--- src/hdl/vdh_pkg.sv ---
// Shared types and constants of the value dwell histogram monitor.
package vdh_pkg;

  localparam int STORE_DEPTH = 1024;
  localparam int IDX_W = 10;
  localparam int QUEUE_DEPTH = 2;
  localparam int CFG_IDX_W = 2;
  localparam int CFG_DATA_W = 7;
  localparam logic [30:0] TOGGLE_MAX = 31'h7FFF_FFFF;

  typedef enum logic [CFG_IDX_W-1:0] {
    CFG_SIGNAL_WIDTH = 2'd0,
    CFG_IS_SIGNED    = 2'd1,
    CFG_PER_VALUE    = 2'd2
  } cfg_idx_e;

  typedef enum logic {
    OP_SAMPLE = 1'b0,
    OP_READ   = 1'b1
  } op_e;

  typedef enum logic [1:0] {
    CMD_NONE  = 2'd0,
    CMD_CLOSE = 2'd1,
    CMD_READ  = 2'd2
  } cmd_kind_e;

  typedef struct packed {
    logic        operation;
    logic [63:0] sample_value;
    logic [63:0] time_now;
    logic [9:0]  bucket_select;
  } in_t;

  typedef struct packed {
    logic        value_changed;
    logic [30:0] toggle_count;
    logic [9:0]  entered_bucket;
    logic [10:0] bucket_count_in_use;
    logic [31:0] read_hits;
    logic [63:0] read_min_time;
    logic [63:0] read_max_time;
    logic [63:0] read_total_time;
  } out_t;

  typedef struct packed {
    cmd_kind_e        kind;
    logic [IDX_W-1:0] idx;
    logic [63:0]      diff;
    logic             changed;
    logic [30:0]      toggle;
    logic [9:0]       entered;
    logic [10:0]      count;
  } cmd_t;

  typedef struct packed {
    logic [31:0] hits;
    logic [63:0] total;
    logic [63:0] min_time;
    logic [63:0] max_time;
    logic        min_valid;
  } stat_t;

endpackage

--- src/hdl/vdh_queue.sv ---
// Two-entry command queue between the front and back ends.
module vdh_queue (
  input  logic          clk_i,
  input  logic          rst_ni,
  input  logic          push_i,
  input  vdh_pkg::cmd_t cmd_i,
  input  logic          pop_i,
  output logic          full_o,
  output logic          head_valid_o,
  output vdh_pkg::cmd_t head_o
);
  localparam int PW = $clog2(vdh_pkg::QUEUE_DEPTH);

  vdh_pkg::cmd_t   entry_q [vdh_pkg::QUEUE_DEPTH];
  logic [PW-1:0]   wptr_q, rptr_q;
  logic [PW:0]     cnt_q;

  assign full_o = (cnt_q == (PW+1)'(vdh_pkg::QUEUE_DEPTH));
  assign head_valid_o = (cnt_q != '0);
  assign head_o = entry_q[rptr_q];

  always_ff @(posedge clk_i) begin
    if (push_i) begin
      entry_q[wptr_q] <= cmd_i;
    end
  end

  always_ff @(posedge clk_i or negedge rst_ni) begin
    if (!rst_ni) begin
      wptr_q <= '0;
      rptr_q <= '0;
      cnt_q <= '0;
    end else begin
      if (push_i) begin
        wptr_q <= wptr_q + PW'(1);
      end
      if (pop_i) begin
        rptr_q <= rptr_q + PW'(1);
      end
      if (push_i && !pop_i) begin
        cnt_q <= cnt_q + (PW+1)'(1);
      end else if (pop_i && !push_i) begin
        cnt_q <= cnt_q - (PW+1)'(1);
      end
    end
  end
endmodule

--- config.mk ---
export PLATFORM = sky130hd
export DESIGN_NAME = vdh_queue
export DESIGN_NICKNAME = d
export VERILOG_FILES = /design/src/hdl/vdh_pkg.sv /design/src/hdl/vdh_queue.sv
export SDC_FILE = /design/constraint.sdc
export NUM_CORES = 1
export LEC_CHECK = 0
export BUFFER_PORTS_ARGS = -buffer_cell sky130_fd_sc_hd__buf_4
export CELL_PAD_IN_SITES_DETAIL_PLACEMENT = 0
export CELL_PAD_IN_SITES_GLOBAL_PLACEMENT = 1
export CORE_ASPECT_RATIO = 0.5
export CORE_MARGIN = 4
export CORE_UTILIZATION = 40
export DETAILED_ROUTE_END_ITERATION = 16
export HOLD_SLACK_MARGIN = 0.15
export PLACE_DENSITY_LB_ADDON = 0.3
export SLEW_MARGIN = 20
export SYNTH_ARGS = -nofsm -noshare
export SYNTH_HDL_FRONTEND = slang
export SYNTH_SLANG_ARGS = --single-unit
--- constraint.sdc ---
create_clock -name clk_i -period 6.81 [get_ports clk_i]
set_clock_uncertainty 0.15 [all_clocks]
set_input_delay 0.3405 -clock clk_i [delete_from_list [all_inputs] [get_ports clk_i]]
set_output_delay 0.3405 -clock clk_i [all_outputs]
set_load 0.02 [all_outputs]
==> flow_summary.yaml, run 1 <==
detailed_routing:
  via_per_inst: 4.65
  vias: 5365
  wl_per_cell_microns: 18.5
  first_pass_iters: 6
  wl_met2_mm: 11.6
  highest_layer: "met4"
  ant_nets: 0
  route.met3.wl_microns: 774
  drt-total-wl_mm: 21.3
  met1_length_mm: 8.24
  remaining_drc_errors: 0
  drtIter0Drc: 296
synthesis:
  ys_ff_latch: 262
  netlist_area_sq_um: 9520
  yosysWarnings: 0
  synth.net_count: 551
  yosysSeqAreaShare: 0.824
  synth_cell_types: 14
  avgSynthCellArea_sq_um: 22.8
  syn_inst: 417
clock_network:
  insertion_delay_ns: 0.51
  cts_tree: "done"
  clock_sink_count: 262
  numCtsBuffers: 25
  clockBufferDepth: 3
  cts.htree.levels: 1
  cts_setup_buffers: 0
  clkTransAtPathRegs_ns: 0.06
  cts_root_buffer: "clkbuf_16"
cells_and_area:
  finalNetCount: 964
  stdcell_count: 1155
  area_growth_pct: 45.8
  drive_gt1_frac: 0.511
sta:
  fin_ws_ns: 3.30
  slew-limit-headroom: 0.296
  hold_violations: 0
  slew_viol_final: 0
  hold-worst-slack_ns: 0.341
  post-route-period-util: 0.515
  finalSetupTns_ns: 0
  worst_pin_slew_ns: 1.06
  rsz0062_at_grt: "false"
  min_period_ns: 3.51
  max_freq_mhz: 285
  finalSetupViolations: 0
flow_run:
  drv_cap: 0
grt:
  grt_pass1_wl_mm: 31.9
  track_usage: 0.155
  overflow: 0
  grt_max_degree: 75
  grt_pass1_vias: 5848
  grt_antenna_before_repair: 2
setup_path:
  cp_cell_sequence: "buf_4 -> mux2_2 -> buf_4"
  cp.required_ns: 6.32
  path_max_fanout: 74
  crit_top_cell: "buf_4"
  setup.worst_path.start_class: "flip-flop"
  crit_type: "flip-flop to primary output"
  worstPathArrival_ns: 3.02
  max_stage_delay_ns: 1.10
  cp-end-kind: "primary output"
  slowest_stage: "dfrtp_4"
floorplan:
  ios: 264
  fp-row-count: 39
  initial_utilization: 0.412
  core-area_sq_um: 23100
  fp.dieArea_sq_um: 26500
  die_x_microns: 226
  die_h_microns: 117
power:
  peakVddDrop_mv: 0.257
  power_density_nw_per_um2: 392
  power_w: 0.00544
  p_leak_nw: 5.23
outcome:
  status: "finished, final reports clean"
hold_path:
  min_path_type: "flip-flop to flip-flop"
placed_design:
  dp_cells: 977
  place_congestion: 0.747
  pre_cts_slack_ns: 3.81
  dp_hpwl_mm: 13.4
  portBuffers: 263
[sequential cells by signal, indices dropped and copies added (netlist names)]
signal   cells
entry_q    258
cnt_q        2
wptr_q       1
rptr_q       1
[placed cells by master, fill, tap and decap left out, drive strengths merged]
cell type    Yosys  layout
dlygate4sd3      0     133
and2             1       1
ha               1       1
nor2b            2       2
buf             14     267
diode            0       2
nor2             1       1
xor2             4       4
clkinvlp         0       1
or2              1       1
dfrtp            4       4
inv              1       3
mux2           129     129
bufinv           0       1
clkbuf           0      36
clkinv           0       3
xnor2            1       1
edfxtp         258     258
[final timing paths]
kind                               start         endpoint  slack [ns]  depth (start not counted)
max in group asynchronous         rst_ni           rptr_q        5.72                          3
min in group asynchronous         rst_ni           wptr_q        0.59                          3
worst min-delay path            cnt_q[1]         cnt_q[1]        0.34                          1
worst max register to register    wptr_q  entry_q[1][112]        4.10                          2
worst max-delay path              rptr_q       head_o[85]        3.30                          3
worst min register to register  cnt_q[1]         cnt_q[1]        0.34                          1
[through the flow]
stage               utilization  instance area (sq um)
CTS                       0.600                  13900
detailed placement        0.510                  11800
global route              0.600                  13900
global placement          0.510                  11800
finish                    0.600                  13900
floorplan                     -                   9530
[critical path, delay by kind of cell, from the launching register on]
family,cells,cell delay [ns]
buffers and inverters,2,0.88
flip-flops,1,1.10
multiplexers,1,0.42
[routing by layer]
layer	vias up	global-route usage
met5	-	0
met4	0	0.0539
met3	54	0.0302
met2	128	0.290
met1	2695	0.182
li1	2488	-
[power breakdown]
part | leakage, nW | switching [W] | internal [W] | total, W
logic | 2.40 | 0.000968 | 0.000865 | 0.00183
clock network | 0.365 | 0.000566 | 0.000740 | 0.00131
registers | 2.47 | 0.000159 | 0.00214 | 0.00230
[final cells by class]
cell class,instances,area [sq um]
Antenna cell,2,5.00
Tap cell,307,384
Fill cell,1753,9250
Clock buffer,36,687
Clock inverter,7,70.1
Inverter,1,3.75
Multi-Input combinational cell,140,1550
Sequential cell,262,7850
Timing Repair Buffer,400,3340
[kinds of logic (layout without fill, tap and decap cells)]
logic type / count (synthesis) / after routing / synth area share
flops: 262 / 262 / 0.824
mux: 129 / 129 / 0.153
fa+ha+maj: 1 / 1 / 0.00131
buf+inv: 15 / 444 / 0.0146
other cells: 0 / 2 / 0
xor+xnor: 5 / 5 / 0.00460
simple gates: 5 / 5 / 0.00302
[Yosys cell counts (all sizes together)]
cell      n  share of area
or2       1        0.00066
ha        1         0.0013
and2      1        0.00066
nor2b     2         0.0013
inv       1        0.00039
xnor2     1        0.00092
buf      14          0.014
dfrtp     4          0.011
xor2      4         0.0037
mux2    129           0.15
edfxtp  258           0.81
nor2      1        0.00039
[repair_timing]
item / in CTS / in global routing
endpoints found under the hold margin: 265 / 0
hold buffers: 133 / 0
gates resized for setup: 0 / 0
Note: power is estimated with default switching activity, not from simulation.
==> inputs of run 2 (changes only) <==
clock period = 2.82 ns   (was 6.81 ns; I/O delays follow)
==> flow_summary.yaml, run 2 (synthesis gave the netlist of run 1 again) <==
cells_and_area:
  reg_top3: "entry_q: 258 flops, cnt_q: 2 flops"
  drive_gt1_frac: 0.514
  final_util: 0.604
  finalNetCount: 966
  stdcell_count: 1156
  layout_common_cells: "buf_4, edfxtp_1, dlygate4sd3_1, mux2_2, clkbuf_16"
  final_common_cell: "buf_4"
  nFillCells: 1725
  largest_register_ffs: 258
  antennaDiodeCount: 0
  regMostFlops: "entry_q"
  area_growth_pct: 46.6
power:
  p_leak_nw: 5.27
  power_density_nw_per_um2: 942
  p_sw_frac: 0.311
  seq_power_share: 0.411
  pwr-share-comb: 0.357
  p_clk_frac: 0.232
  peakVddDrop_mv: 0.501
  power_w: 0.0132
  internal_power_w: 0.00906
  p_switching_w: 0.00409
outcome:
  status: "finished, final reports clean"
setup_path:
  crit_type: "flip-flop to primary output"
  cp.required_ns: 2.53
  reg2reg_from: "wptr_q"
  path_max_fanout: 49
  cp-end-kind: "primary output"
  r2r_cells: 2
  cp_cell_sequence: "buf_12 -> mux2_2 -> buf_4"
  slowest_stage: "dfrtp_4"
  rr_endpoint: "entry_q[0][37]"
  max_stage_delay_ns: 0.69
  worstPathArrival_ns: 2.13
  r2r_slack_ns: 1.30
  critical_path.top_delay_family: "flip-flops"
  startpoint: "rptr_q"
  worst-path-buf-inv: 2
  setup.worst_path.start_class: "flip-flop"
detailed_routing:
  remaining_drc_errors: 0
  via_per_inst: 4.58
  drt-total-wl_mm: 20.8
  ant_nets: 0
  vias: 5295
  wl_per_cell_microns: 18.0
  drtIter0Drc: 330
  first_pass_iters: 6
grt:
  overflow: 0
  grt_pass1_vias: 5670
  grt_antenna_before_repair: 0
  grt_pass1_wl_mm: 30.9
  grt_max_degree: 69
  track_usage: 0.151
sta:
  rsz0062_at_grt: "false"
  max_freq_mhz: 413
  post-route-period-util: 0.859
  worst_pin_slew_ns: 0.422
  min_period_ns: 2.42
  finalSetupViolations: 0
  slew-limit-headroom: 0.718
  hold_violations: 0
  slew_viol_final: 0
clock_network:
  numCtsBuffers: 24
  cts.htree.levels: 1
  cts_root_buffer: "clkbuf_16"
  insertion_delay_ns: 0.51
  clock_sink_count: 262
  clkTransAtPathRegs_ns: 0.06
  cts_tree: "done"
  clockBufferDepth: 3
floorplan:
  ios: 264
  initial_utilization: 0.412
  die_x_microns: 226
  die_h_microns: 117
  core-area_sq_um: 23100
  fp-row-count: 39
  fp.dieArea_sq_um: 26500
placed_design:
  dp_cells: 980
  portBuffers: 263
  place_congestion: 0.753
  dp_hpwl_mm: 13.4
hold_path:
  min_from: "cmd_i[102]"
  min_path_type: "input port to flip-flop"
  min_to: "entry_q[0][102]"
  hold_path_depth: 2
flow_run:
  drv_cap: 0
==> run 2: final cells by class <==
type,instances,area (sq um),area share
inverter,1,3.75,0.000269
multi-input combinational,140,1550,0.111
timing repair buffer,403,3450,0.247
sequential,262,7850,0.562
clock inverter,16,95.1,0.00681
clock buffer,27,633,0.0453
tap,307,384,0.0275
==> run 2: through the flow <==
step / setup WS [ns] / hold slack, ns / area (sq um) / setup TNS [ns]
after global placement: 0.933 / -0.211 / 11900 / 0
after detailed placement: 0.919 / -0.207 / 11900 / 0
after global routing: 0.284 / 0.181 / 14000 / 0
final: 0.396 / 0.199 / 14000 / 0
after CTS: 0.352 / 0.168 / 14000 / 0
after floorplan: -0.0912 / -0.305 / 9530 / -11.76
==> run 2: how the worst max path moves through the flow <==
stage,to,slack (ns),depth (start not counted)
after floorplan,entry_q[0][0],-0.09,1
after global placement,head_o[36],0.93,3
after detailed placement,head_o[36],0.92,3
after CTS,head_o[36],0.35,3
after global routing,head_o[14],0.28,3
final,head_o[36],0.40,3
==> run 2: what timing repair did <==
action                                 CTS  global route
gates resized for setup                  0             0
endpoints found under the hold margin  266             0
buffers inserted                         0             0
hold buffers                           133             0
==> run 2: worst reg2reg max path, cell delays in order, from the launching register on <==
cell	delay (ns)
dfrtp_1	0.42
nor2b_4	0.19
buf_12	0.32
==> run 2: layer usage <==
layer | share of wire | GRT usage | vias to the layer above | routed length [microns]
met5 | 0 | 0 | - | 0
met1 | 0.39 | 0.176 | 2656 | 8030
met4 | 0.029 | 0.0442 | 0 | 597
met2 | 0.55 | 0.286 | 102 | 11500
li1 | - | - | 2494 | -
met3 | 0.033 | 0.0299 | 43 | 677
==> run 2: power by group through the flow <==
stage                     logic, W  registers, W  clock network, W
after floorplan            0.00285       0.00540                 0
after global placement     0.00460       0.00546                 0
after detailed placement   0.00461       0.00550                 0
after CTS                  0.00478       0.00542           0.00315
after global routing       0.00497       0.00548           0.00332
final                      0.00470       0.00541           0.00305
